File: config.mk
export PLATFORM = sky130hd
export DESIGN_NAME = heat_equation_ftcs_step
export DESIGN_NICKNAME = d
export VERILOG_FILES = /design/src/hdl/hfs_pkg.sv /design/src/hdl/heat_equation_ftcs_step.sv /design/src/hdl/hfs_ram.sv /design/src/hdl/hfs_seq.sv /design/src/hdl/hfs_datapath.sv
export SDC_FILE = /design/constraint.sdc
export NUM_CORES = 2
export LEC_CHECK = 0
export BUFFER_PORTS_ARGS = -buffer_cell sky130_fd_sc_hd__buf_2
export CAP_MARGIN = 20
export CORE_MARGIN = 10
export CORE_UTILIZATION = 50
export DETAILED_ROUTE_END_ITERATION = 16
export PLACE_DENSITY = 0.68
export SKIP_CTS_REPAIR_TIMING = 1
export SLEW_MARGIN = 20
export SYNTH_ARGS = -nofsm -noshare
export SYNTH_HDL_FRONTEND = slang
export SYNTH_SLANG_ARGS = --single-unit
File: constraint.sdc
create_clock -name clk -period 12.1 [get_ports clk]
set_clock_uncertainty 0.1 [all_clocks]
set_input_delay 1.21 -clock clk [delete_from_list [all_inputs] [get_ports clk]]
set_output_delay 1.21 -clock clk [all_outputs]
set_load 0.01 [all_outputs]
File: src/hdl/hfs_pkg.sv
// shared constants, register indexes, item modes and arithmetic helpers for
// the explicit heat-equation stepper; no dependencies
package hfs_pkg;

    localparam int MAX_NODES_DEF = 16;
    localparam int FRAC_BITS_DEF = 16;
    localparam int GAIN_FRAC     = 16;

    localparam int NODE_W  = 5;
    localparam int TEMP_W  = 32;
    localparam int GAIN_W  = 18;
    localparam int DEG_W   = 16;
    localparam int STEP_W  = 16;
    localparam int CFG_IDX_W  = 3;
    localparam int CFG_DATA_W = 18;

    localparam logic [CFG_IDX_W-1:0] REG_LAMBDA_GAIN  = 3'd0;
    localparam logic [CFG_IDX_W-1:0] REG_LEFT_TEMP    = 3'd1;
    localparam logic [CFG_IDX_W-1:0] REG_RIGHT_TEMP   = 3'd2;
    localparam logic [CFG_IDX_W-1:0] REG_INITIAL_TEMP = 3'd3;
    localparam logic [CFG_IDX_W-1:0] REG_NODE_COUNT   = 3'd4;
    localparam logic [CFG_IDX_W-1:0] REG_STEP_COUNT   = 3'd5;

    localparam logic [1:0] MODE_LOAD = 2'd0;
    localparam logic [1:0] MODE_STEP = 2'd1;
    localparam logic [1:0] MODE_HOLD = 2'd2;

    typedef struct packed {
        logic       busy;
        logic       emit;
        logic       first;
        logic       interior;
        logic       last;
        logic [1:0] mode;
        logic       done;
    } hfs_tag_t;

    function automatic logic signed [TEMP_W-1:0] deg_to_row(
        input logic signed [DEG_W-1:0] t,
        input int                      frac
    );
        logic signed [47:0] w;
        w = 48'(t) <<< frac;
        if (w > 48'sd2147483647)
            return 32'sh7FFFFFFF;
        else if (w < -48'sd2147483648)
            return 32'sh80000000;
        else
            return w[TEMP_W-1:0];
    endfunction

    function automatic logic signed [TEMP_W-1:0] sat_sum(input logic signed [38:0] v);
        if (v > 39'sd2147483647)
            return 32'sh7FFFFFFF;
        else if (v < -39'sd2147483648)
            return 32'sh80000000;
        else
            return v[TEMP_W-1:0];
    endfunction

endpackage

File: src/hdl/heat_equation_ftcs_step.sv
// top level of the explicit one-dimensional heat-equation stepper
// depends on hfs_pkg, hfs_ram, hfs_seq and hfs_datapath
//
// Each beat on the input either reloads the row (restart = 1), advances it
// one time step, or, once step_count steps are done, re-sends it unchanged; it
// is answered by node_count + 1 output beats, node 0 first, with node_count
// clamped to 2..MAX_NODES. One node is read from the row memory per cycle
// while the output is not stalled; the next beat is taken only after the read
// sweep ends and the pipeline has drained. A final result may still wait in the
// output register while the next item is accepted. Configuration is written
// through cfg_we/cfg_index/cfg_data and must only change while no item is in flight.
module heat_equation_ftcs_step #(
    parameter int MAX_NODES = hfs_pkg::MAX_NODES_DEF,
    parameter int FRAC_BITS = hfs_pkg::FRAC_BITS_DEF
) (
    input  logic                                clk,
    input  logic                                rst_n,
    input  logic                                cfg_we,
    input  logic [hfs_pkg::CFG_IDX_W-1:0]       cfg_index,
    input  logic [hfs_pkg::CFG_DATA_W-1:0]      cfg_data,
    input  logic                                in_valid,
    output logic                                in_ready,
    input  logic                                restart,
    output logic                                out_valid,
    input  logic                                out_ready,
    output logic [hfs_pkg::NODE_W-1:0]          node_index,
    output logic signed [hfs_pkg::TEMP_W-1:0]   temperature,
    output logic                                last_of_row,
    output logic                                run_done
);

    localparam int AW = $clog2(MAX_NODES + 1);
    localparam int CW = (AW > hfs_pkg::NODE_W) ? AW + 1 : hfs_pkg::NODE_W + 1;

    logic [hfs_pkg::GAIN_W-1:0]        lambda_gain_reg;
    logic signed [hfs_pkg::DEG_W-1:0]  left_temp_reg, right_temp_reg, initial_temp_reg;
    logic [hfs_pkg::NODE_W-1:0]        node_count_reg;
    logic [hfs_pkg::STEP_W-1:0]        step_count_reg;

    logic                       adv, pipe_empty;
    logic                       rd_en, wr_en;
    logic [AW-1:0]              rd_addr, wr_addr;
    logic [hfs_pkg::TEMP_W-1:0] rd_data, wr_data;
    hfs_pkg::hfs_tag_t          tag;
    logic [CW-1:0]              tag_j;

    always_ff @(posedge clk or negedge rst_n)
    begin
        if (!rst_n)
        begin
            lambda_gain_reg  <= 18'd32768;
            left_temp_reg    <= '0;
            right_temp_reg   <= '0;
            initial_temp_reg <= '0;
            node_count_reg   <= 5'd5;
            step_count_reg   <= '0;
        end
        else if (cfg_we)
        begin
            case (cfg_index)
                hfs_pkg::REG_LAMBDA_GAIN:  lambda_gain_reg  <= cfg_data;
                hfs_pkg::REG_LEFT_TEMP:    left_temp_reg    <= cfg_data[hfs_pkg::DEG_W-1:0];
                hfs_pkg::REG_RIGHT_TEMP:   right_temp_reg   <= cfg_data[hfs_pkg::DEG_W-1:0];
                hfs_pkg::REG_INITIAL_TEMP: initial_temp_reg <= cfg_data[hfs_pkg::DEG_W-1:0];
                hfs_pkg::REG_NODE_COUNT:   node_count_reg   <= cfg_data[hfs_pkg::NODE_W-1:0];
                hfs_pkg::REG_STEP_COUNT:   step_count_reg   <= cfg_data[hfs_pkg::STEP_W-1:0];
                default: ;
            endcase
        end
    end

    hfs_seq #(
        .MAX_NODES (MAX_NODES),
        .AW        (AW),
        .CW        (CW)
    ) u_seq (
        .clk        (clk),
        .rst_n      (rst_n),
        .in_valid   (in_valid),
        .in_ready   (in_ready),
        .restart    (restart),
        .adv        (adv),
        .pipe_empty (pipe_empty),
        .node_count (node_count_reg),
        .step_count (step_count_reg),
        .rd_en      (rd_en),
        .rd_addr    (rd_addr),
        .tag        (tag),
        .tag_j      (tag_j)
    );

    hfs_ram #(
        .WIDTH (hfs_pkg::TEMP_W),
        .DEPTH (MAX_NODES + 1)
    ) u_row_ram (
        .clk   (clk),
        .we    (wr_en),
        .waddr (wr_addr),
        .wdata (wr_data),
        .re    (rd_en),
        .raddr (rd_addr),
        .rdata (rd_data)
    );

    hfs_datapath #(
        .MAX_NODES (MAX_NODES),
        .FRAC_BITS (FRAC_BITS),
        .AW        (AW),
        .CW        (CW)
    ) u_datapath (
        .clk          (clk),
        .rst_n        (rst_n),
        .tag          (tag),
        .tag_j        (tag_j),
        .rd_data      (rd_data),
        .lambda_gain  (lambda_gain_reg),
        .left_temp    (left_temp_reg),
        .right_temp   (right_temp_reg),
        .initial_temp (initial_temp_reg),
        .adv          (adv),
        .pipe_empty   (pipe_empty),
        .wr_en        (wr_en),
        .wr_addr      (wr_addr),
        .wr_data      (wr_data),
        .out_valid    (out_valid),
        .out_ready    (out_ready),
        .node_index   (node_index),
        .temperature  (temperature),
        .last_of_row  (last_of_row),
        .run_done     (run_done)
    );

endmodule

File: src/hdl/hfs_ram.sv
// generic single-port-write, single-port-read ram with registered read data
// no dependencies
module hfs_ram #(
    parameter int WIDTH = 32,
    parameter int DEPTH = 17
) (
    input  logic                     clk,
    input  logic                     we,
    input  logic [$clog2(DEPTH)-1:0] waddr,
    input  logic [WIDTH-1:0]         wdata,
    input  logic                     re,
    input  logic [$clog2(DEPTH)-1:0] raddr,
    output logic [WIDTH-1:0]         rdata
);

    logic [WIDTH-1:0] mem [DEPTH];

    always_ff @(posedge clk)
    begin
        if (we)
            mem[waddr] <= wdata;
        if (re)
            rdata <= mem[raddr];
    end

endmodule

File: src/hdl/hfs_seq.sv
// item sequencer: input beat, step counter and per-node read issue
// depends on hfs_pkg
module hfs_seq #(
    parameter int MAX_NODES = hfs_pkg::MAX_NODES_DEF,
    parameter int AW = $clog2(MAX_NODES + 1),
    parameter int CW = (AW > hfs_pkg::NODE_W) ? AW + 1 : hfs_pkg::NODE_W + 1
) (
    input  logic                        clk,
    input  logic                        rst_n,
    input  logic                        in_valid,
    output logic                        in_ready,
    input  logic                        restart,
    input  logic                        adv,
    input  logic                        pipe_empty,
    input  logic [hfs_pkg::NODE_W-1:0]  node_count,
    input  logic [hfs_pkg::STEP_W-1:0]  step_count,
    output logic                        rd_en,
    output logic [AW-1:0]               rd_addr,
    output hfs_pkg::hfs_tag_t           tag,
    output logic [CW-1:0]               tag_j
);

    logic                       busy_reg, busy_next;
    logic [CW-1:0]              j_reg, j_next;
    logic [CW-1:0]              n_reg, n_next;
    logic [1:0]                 mode_reg, mode_next;
    logic                       done_reg, done_next;
    logic [hfs_pkg::STEP_W-1:0] steps_reg, steps_next;
    logic [CW-1:0]              n_clamp;
    logic                       accept;

    assign in_ready = !busy_reg && pipe_empty;
    assign accept   = in_valid && in_ready;

    always_comb
    begin
        n_clamp = CW'(node_count);
        if (n_clamp < CW'(2))
            n_clamp = CW'(2);
        else if (n_clamp > CW'(MAX_NODES))
            n_clamp = CW'(MAX_NODES);
    end

    always_comb
    begin
        busy_next  = busy_reg;
        j_next     = j_reg;
        n_next     = n_reg;
        mode_next  = mode_reg;
        done_next  = done_reg;
        steps_next = steps_reg;
        if (accept)
        begin
            busy_next = 1'b1;
            j_next    = '0;
            n_next    = n_clamp;
            if (restart)
            begin
                mode_next  = hfs_pkg::MODE_LOAD;
                steps_next = '0;
                done_next  = (step_count == '0);
            end
            else if (steps_reg < step_count)
            begin
                mode_next  = hfs_pkg::MODE_STEP;
                steps_next = steps_reg + 1'b1;
                done_next  = ((steps_reg + 1'b1) >= step_count);
            end
            else
            begin
                mode_next = hfs_pkg::MODE_HOLD;
                done_next = 1'b1;
            end
        end
        else if (adv && busy_reg)
        begin
            j_next = j_reg + 1'b1;
            if (j_reg == n_reg + 1'b1)
                busy_next = 1'b0;
        end
    end

    always_ff @(posedge clk or negedge rst_n)
    begin
        if (!rst_n)
        begin
            busy_reg  <= 1'b0;
            j_reg     <= '0;
            n_reg     <= CW'(2);
            mode_reg  <= hfs_pkg::MODE_HOLD;
            done_reg  <= 1'b0;
            steps_reg <= '0;
        end
        else
        begin
            busy_reg  <= busy_next;
            j_reg     <= j_next;
            n_reg     <= n_next;
            mode_reg  <= mode_next;
            done_reg  <= done_next;
            steps_reg <= steps_next;
        end
    end

    assign rd_en   = adv && busy_reg && (j_reg <= n_reg);
    assign rd_addr = j_reg[AW-1:0];
    assign tag_j   = j_reg;

    always_comb
    begin
        tag.busy     = busy_reg;
        tag.emit     = (j_reg != '0);
        tag.first    = (j_reg == CW'(1));
        tag.interior = (j_reg >= CW'(2)) && (j_reg <= n_reg);
        tag.last     = (j_reg == n_reg + 1'b1);
        tag.mode     = mode_reg;
        tag.done     = done_reg;
    end

endmodule

File: src/hdl/hfs_datapath.sv
// node update pipeline: neighbour window, second difference, gain multiply,
// rounding, saturation, write-back and output register; depends on hfs_pkg
module hfs_datapath #(
    parameter int MAX_NODES = hfs_pkg::MAX_NODES_DEF,
    parameter int FRAC_BITS = hfs_pkg::FRAC_BITS_DEF,
    parameter int AW = $clog2(MAX_NODES + 1),
    parameter int CW = (AW > hfs_pkg::NODE_W) ? AW + 1 : hfs_pkg::NODE_W + 1
) (
    input  logic                               clk,
    input  logic                               rst_n,
    input  hfs_pkg::hfs_tag_t                  tag,
    input  logic [CW-1:0]                      tag_j,
    input  logic [hfs_pkg::TEMP_W-1:0]         rd_data,
    input  logic [hfs_pkg::GAIN_W-1:0]         lambda_gain,
    input  logic signed [hfs_pkg::DEG_W-1:0]   left_temp,
    input  logic signed [hfs_pkg::DEG_W-1:0]   right_temp,
    input  logic signed [hfs_pkg::DEG_W-1:0]   initial_temp,
    output logic                               adv,
    output logic                               pipe_empty,
    output logic                               wr_en,
    output logic [AW-1:0]                      wr_addr,
    output logic [hfs_pkg::TEMP_W-1:0]         wr_data,
    output logic                               out_valid,
    input  logic                               out_ready,
    output logic [hfs_pkg::NODE_W-1:0]         node_index,
    output logic signed [hfs_pkg::TEMP_W-1:0]  temperature,
    output logic                               last_of_row,
    output logic                               run_done
);

    localparam int DEPTH = MAX_NODES + 1;
    localparam logic signed [53:0] ROUND = 54'sd1 <<< (hfs_pkg::GAIN_FRAC - 1);

    hfs_pkg::hfs_tag_t s1_tag_reg;
    logic [CW-1:0]     s1_j_reg;
    logic [DEPTH-1:0]  vld_reg;

    logic signed [31:0] a_reg, b_reg;

    logic               s2_valid_reg;
    logic [CW-1:0]      s2_i_reg;
    logic               s2_last_reg, s2_done_reg, s2_upd_reg, s2_wr_reg;
    logic signed [33:0] s2_diff_reg;
    logic signed [31:0] s2_base_reg;

    logic               s3_valid_reg;
    logic [CW-1:0]      s3_i_reg;
    logic               s3_last_reg, s3_done_reg, s3_upd_reg, s3_wr_reg;
    logic signed [52:0] s3_prod_reg;
    logic signed [31:0] s3_base_reg;

    logic                              out_valid_reg;
    logic [hfs_pkg::NODE_W-1:0]        node_index_reg;
    logic signed [31:0]                temp_reg;
    logic                              last_reg, done_reg;

    logic [AW-1:0]      s1_addr;
    logic               s1_vbit;
    logic signed [31:0] cur;
    logic signed [33:0] diff;
    logic signed [31:0] load_val, base;
    logic signed [53:0] rnd;
    logic signed [37:0] delta;
    logic signed [38:0] sum;
    logic signed [31:0] new_val;

    assign adv        = !out_valid_reg || out_ready;
    assign pipe_empty = !s1_tag_reg.busy && !s2_valid_reg && !s3_valid_reg;

    // stage 1: old row value arrives, masked for never written entries
    assign s1_addr = s1_j_reg[AW-1:0];
    assign s1_vbit = (s1_addr <= AW'(MAX_NODES)) && vld_reg[s1_addr];
    assign cur     = s1_vbit ? signed'(rd_data) : '0;
    assign diff    = 34'(cur) + 34'(b_reg) - (34'(a_reg) <<< 1);

    always_comb
    begin
        if (s1_tag_reg.first)
            load_val = hfs_pkg::deg_to_row(left_temp, FRAC_BITS);
        else if (s1_tag_reg.last)
            load_val = hfs_pkg::deg_to_row(right_temp, FRAC_BITS);
        else
            load_val = hfs_pkg::deg_to_row(initial_temp, FRAC_BITS);
        base = (s1_tag_reg.mode == hfs_pkg::MODE_LOAD) ? load_val : a_reg;
    end

    // last stage: round, add, saturate
    assign rnd     = 54'(s3_prod_reg) + ROUND;
    assign delta   = 38'(rnd >>> hfs_pkg::GAIN_FRAC);
    assign sum     = 39'(s3_base_reg) + 39'(delta);
    assign new_val = s3_upd_reg ? hfs_pkg::sat_sum(sum) : s3_base_reg;

    assign wr_en   = adv && s3_valid_reg && s3_wr_reg;
    assign wr_addr = s3_i_reg[AW-1:0];
    assign wr_data = new_val;

    always_ff @(posedge clk or negedge rst_n)
    begin
        if (!rst_n)
        begin
            s1_tag_reg    <= '0;
            s2_valid_reg  <= 1'b0;
            s3_valid_reg  <= 1'b0;
            out_valid_reg <= 1'b0;
            vld_reg       <= '0;
        end
        else
        begin
            if (adv)
            begin
                s1_tag_reg    <= tag;
                s2_valid_reg  <= s1_tag_reg.busy && s1_tag_reg.emit;
                s3_valid_reg  <= s2_valid_reg;
                out_valid_reg <= s3_valid_reg;
            end
            if (wr_en)
                vld_reg[wr_addr] <= 1'b1;
        end
    end

    always_ff @(posedge clk)
    begin
        if (adv)
        begin
            s1_j_reg <= tag_j;
            a_reg    <= cur;
            b_reg    <= a_reg;

            s2_i_reg    <= s1_j_reg - 1'b1;
            s2_last_reg <= s1_tag_reg.last;
            s2_done_reg <= s1_tag_reg.done;
            s2_upd_reg  <= (s1_tag_reg.mode == hfs_pkg::MODE_STEP) && s1_tag_reg.interior;
            s2_wr_reg   <= (s1_tag_reg.mode != hfs_pkg::MODE_HOLD);
            s2_diff_reg <= diff;
            s2_base_reg <= base;

            s3_i_reg    <= s2_i_reg;
            s3_last_reg <= s2_last_reg;
            s3_done_reg <= s2_done_reg;
            s3_upd_reg  <= s2_upd_reg;
            s3_wr_reg   <= s2_wr_reg;
            s3_prod_reg <= 53'(s2_diff_reg) * 53'($signed({1'b0, lambda_gain}));
            s3_base_reg <= s2_base_reg;

            node_index_reg <= s3_i_reg[hfs_pkg::NODE_W-1:0];
            temp_reg       <= new_val;
            last_reg       <= s3_last_reg;
            done_reg       <= s3_done_reg;
        end
    end

    assign out_valid   = out_valid_reg;
    assign node_index  = node_index_reg;
    assign temperature = temp_reg;
    assign last_of_row = last_reg;
    assign run_done    = done_reg;

endmodule

==> key figures <==
Global route
  – Vias in the first global route: 39800
  – Antenna violations before repair: 2
  – GRT Total Usage: 21.0%
  – First-pass GRT wire length: 233000 microns
  – Grt ovf: 0
  – Largest net degree at the start of global routing: 173

Yosys
  – Mapped cell area: 63600 sq um
  – Largest family of logic cells by synthesized area: adder cells
  – Post-synth top area share: 39.6%
  – Largest area contributor in the netlist: edfxtp_1
  – Seq/Total Area, Yosys: 45.3%
  – Main synth FF type: edfxtp_1
  – Share of flip-flops with an asynchronous set or reset: 14.8%
  – Top cells by area, synth: edfxtp_1 (40%), fa_1 (20%), mux4_2 (5.8%)
  – Synth unique cells: 73
  – Synth Area in Compound Gates: 4.77%
  – EDFF count, synth: 838
  – Post-Synth XOR/XNOR Area: 2.22%
  – Post-synthesis mux area share: 8.22%
  – Post-Synth Adder-Cell Area: 24.3%
  – Synth Register Bits: 984
  – Post-Syn Nets: 5862
  – Post-synthesis simple-gate area fraction: 9.07%
  – Avg Cell Area, Syn: 12.8 sq um
  – Synth warn: 0
  – Cells after synthesis: 4971

Placement
  – Buffers added on ports: 67
  – Placer congestion estimate: 0.877
  – Post-DP HPWL: 101000 microns

Route
  – Post-route ant nets: 0
  – DRT Pass-1 Iters: 5
  – Final WL: 146000 microns
  – Vias: 37800
  – Initial DRC Count: 2989
  – Routed len/inst: 21.6 microns
  – Vias per cell: 5.59
  – Drt drc: 0

Critical path
  – R2R setup slack: 4.26 ns
  – WS Path Type: reg -> reg
  – Crit-path leading delay family: adder cells
  – Crit-path slowest cell: fa_1
  – Worst Reg-to-Reg Cells: 22
  – Cell mode on critical path: fa_1
  – Max stage delay on crit path: 0.79 ns
  – Worst r2r dst: u_datapath.s3_prod_reg[52]
  – Worst Path Buf+Inv: 5
  – Arrival @ worst endpoint: 8.16 ns
  – Largest fanout on the critical path: 18
  – Critical path startpoint category: register
  – Crit end category: register
  – Worst path cell trace: nand2_1 > fa_1 > inv_1 > fa_1 > fa_1 > inv_1 > fa_1 > inv_1 > fa_1 > inv_1 > fa_1 > inv_1 > ha_1 > and3_1 > a221oi_1 > nand2b_1 > a211oi_1 > o221ai_1 > nand2_1 > o21ai_0 > a211oi_1 > xnor2_1
  – Worst R2R Start: u_datapath.s2_diff_reg[33]
  – CP required: 12.42 ns

Hold path
  – Worst hold endpoint: u_datapath.s3_base_reg[29]
  – Worst Hold Depth: 0
  – Worst min path class: reg -> reg
  – Min-delay src: u_datapath.s2_base_reg[29]

Clock tree
  – CTS buffer count: 97
  – CTS Root Cell: clkbuf_16
  – Worst-Skew Late Latency: 0.68 ns
  – H-tree lvl count: 3
  – Clock-pin slew on the worst setup and hold paths: 0.06 ns
  – # clock sinks: 984
  – TritonCTS clock tree: done
  – Longest Clk Path Bufs: 3

Timing
  – Count of final setup violators: 0
  – Worst slew pin tran: 1.12 ns
  – Setup TNS: 0 ns
  – Fmax: 128 MHz
  – Max-slew headroom: 25.5%
  – RSZ-0062 raised after global routing: no
  – Clock period minus worst slack: 7.84 ns
  – Final period utilization: 64.8%
  – Max Slew Vio Count: 0
  – Total count of hold-check failures in the final report: 0

Floorplanning
  – I/O Pins: 68
  – Width of the die: 377 microns
  – Initial Utilization: 50.4%
  – Die area: 142000 sq um
  – Die Span Y: 377 microns
  – Num rows: 130
  – Core ar.: 126000 sq um

Finish
  – Most common cell after layout, fill and taps aside: edfxtp_1
  – Most frequent cells in the layout: edfxtp_1 (838), inv_1 (826), fa_1 (621), nand2_1 (477), and2_1 (332)
  – Layout area overhead: 9.09%
  – Share of layout cells above drive strength 1: 12.8%
  – Max FFs per register: 544
  – Final net count: 5921

Status
  – Status: finished, final reports clean

Flow run
  – Max Cap Violations: 0
==> worst register-to-register path: cells and delay by family (launching register included) <==
kind / cells / cell delay, ns
adder cells (fa/ha/maj): 7 / 3.97
AO/OA/AOI/OAI: 5 / 1.28
AND/OR/NAND/NOR: 4 / 0.79
flip-flops: 1 / 0.72
buffers and inverters: 5 / 0.62
XOR/XNOR: 1 / 0.12
==> cells by family after synthesis <==
logic type                 after synthesis
AOI/OAI and AO/OA                      471
xor gates and xnor gates               161
adders and majority gates              864
buffers and inverters                 1025
DFF                                    984
muxes                                  301
and+or+nand+nor                       1165
==> how the worst max path moves through the flow <==
stage	startpoint	end	slack [ns]	depth (start not counted)
2_1_floorplan	out_ready	u_row_ram.rdata[0]	4.13	5
3_3_place_gp	u_datapath.s2_diff_reg[33]	u_datapath.s3_prod_reg[52]	4.49	22
3_5_place_dp	u_datapath.s2_diff_reg[33]	u_datapath.s3_prod_reg[52]	4.19	22
4_1_cts	u_datapath.s2_diff_reg[33]	u_datapath.s3_prod_reg[52]	4.20	22
5_1_grt	u_datapath.s2_diff_reg[33]	u_datapath.s3_prod_reg[52]	3.69	22
6_report	u_datapath.s2_diff_reg[33]	u_datapath.s3_prod_reg[52]	4.26	22
==> final cells by class <==
type	instances	area (sq um)
inverter	827	3110
multi-input combinational	2962	31100
timing repair buffer	158	1040
clock buffer	116	2590
tap	1650	2060
clock inverter	64	648
fill	10300	56700
sequential	984	28800
antenna	1	2.50
==> synth_stat cells (all sizes together) (8+ instances only) <==
library cell	number
o22ai	32
nand2b	20
nor4	10
edfxtp	838
xnor2	102
a22o	10
nand3	54
nor3b	8
ha	243
xor2	59
clkbuf	174
nor2	118
and2	332
a21oi	146
mux4	165
o31ai	9
a31oi	11
buf	24
mux2	118
and4	8
nand4	18
o21a	15
o211ai	12
nor3	27
mux2i	18
and3	30
o21ai	87
dfrtp	141
nor2b	20
a21o	54
o21bai	20
fa	621
or3	9
or2	22
nand2	477
inv	827
a211oi	23
==> metal layers <==
metal	GRT usage [%]	up-vias	wire length, microns
met5	0	-	0
met1	29.7	19700	63700
met2	34.7	1104	71200
met4	5.09	0	3090
met3	2.57	218	8240
li1	-	16800	-
==> metrics by stage <==
step	setup slack [ns]	hold WS [ns]	cells	area [sq um]	util, %
after global routing	3.69	0.323	6761	69400	55.0
after floorplan	4.13	0.300	4971	63600	-
after global placement	4.49	0.301	6581	66100	52.4
after detailed placement	4.19	0.305	6581	66100	52.5
after CTS	4.20	0.310	6761	69400	55.0
final	4.26	0.309	6762	69400	55.0
Power is not shown: default switching activity piles up to over one toggle a cycle in this logic, so the estimate is an artifact.
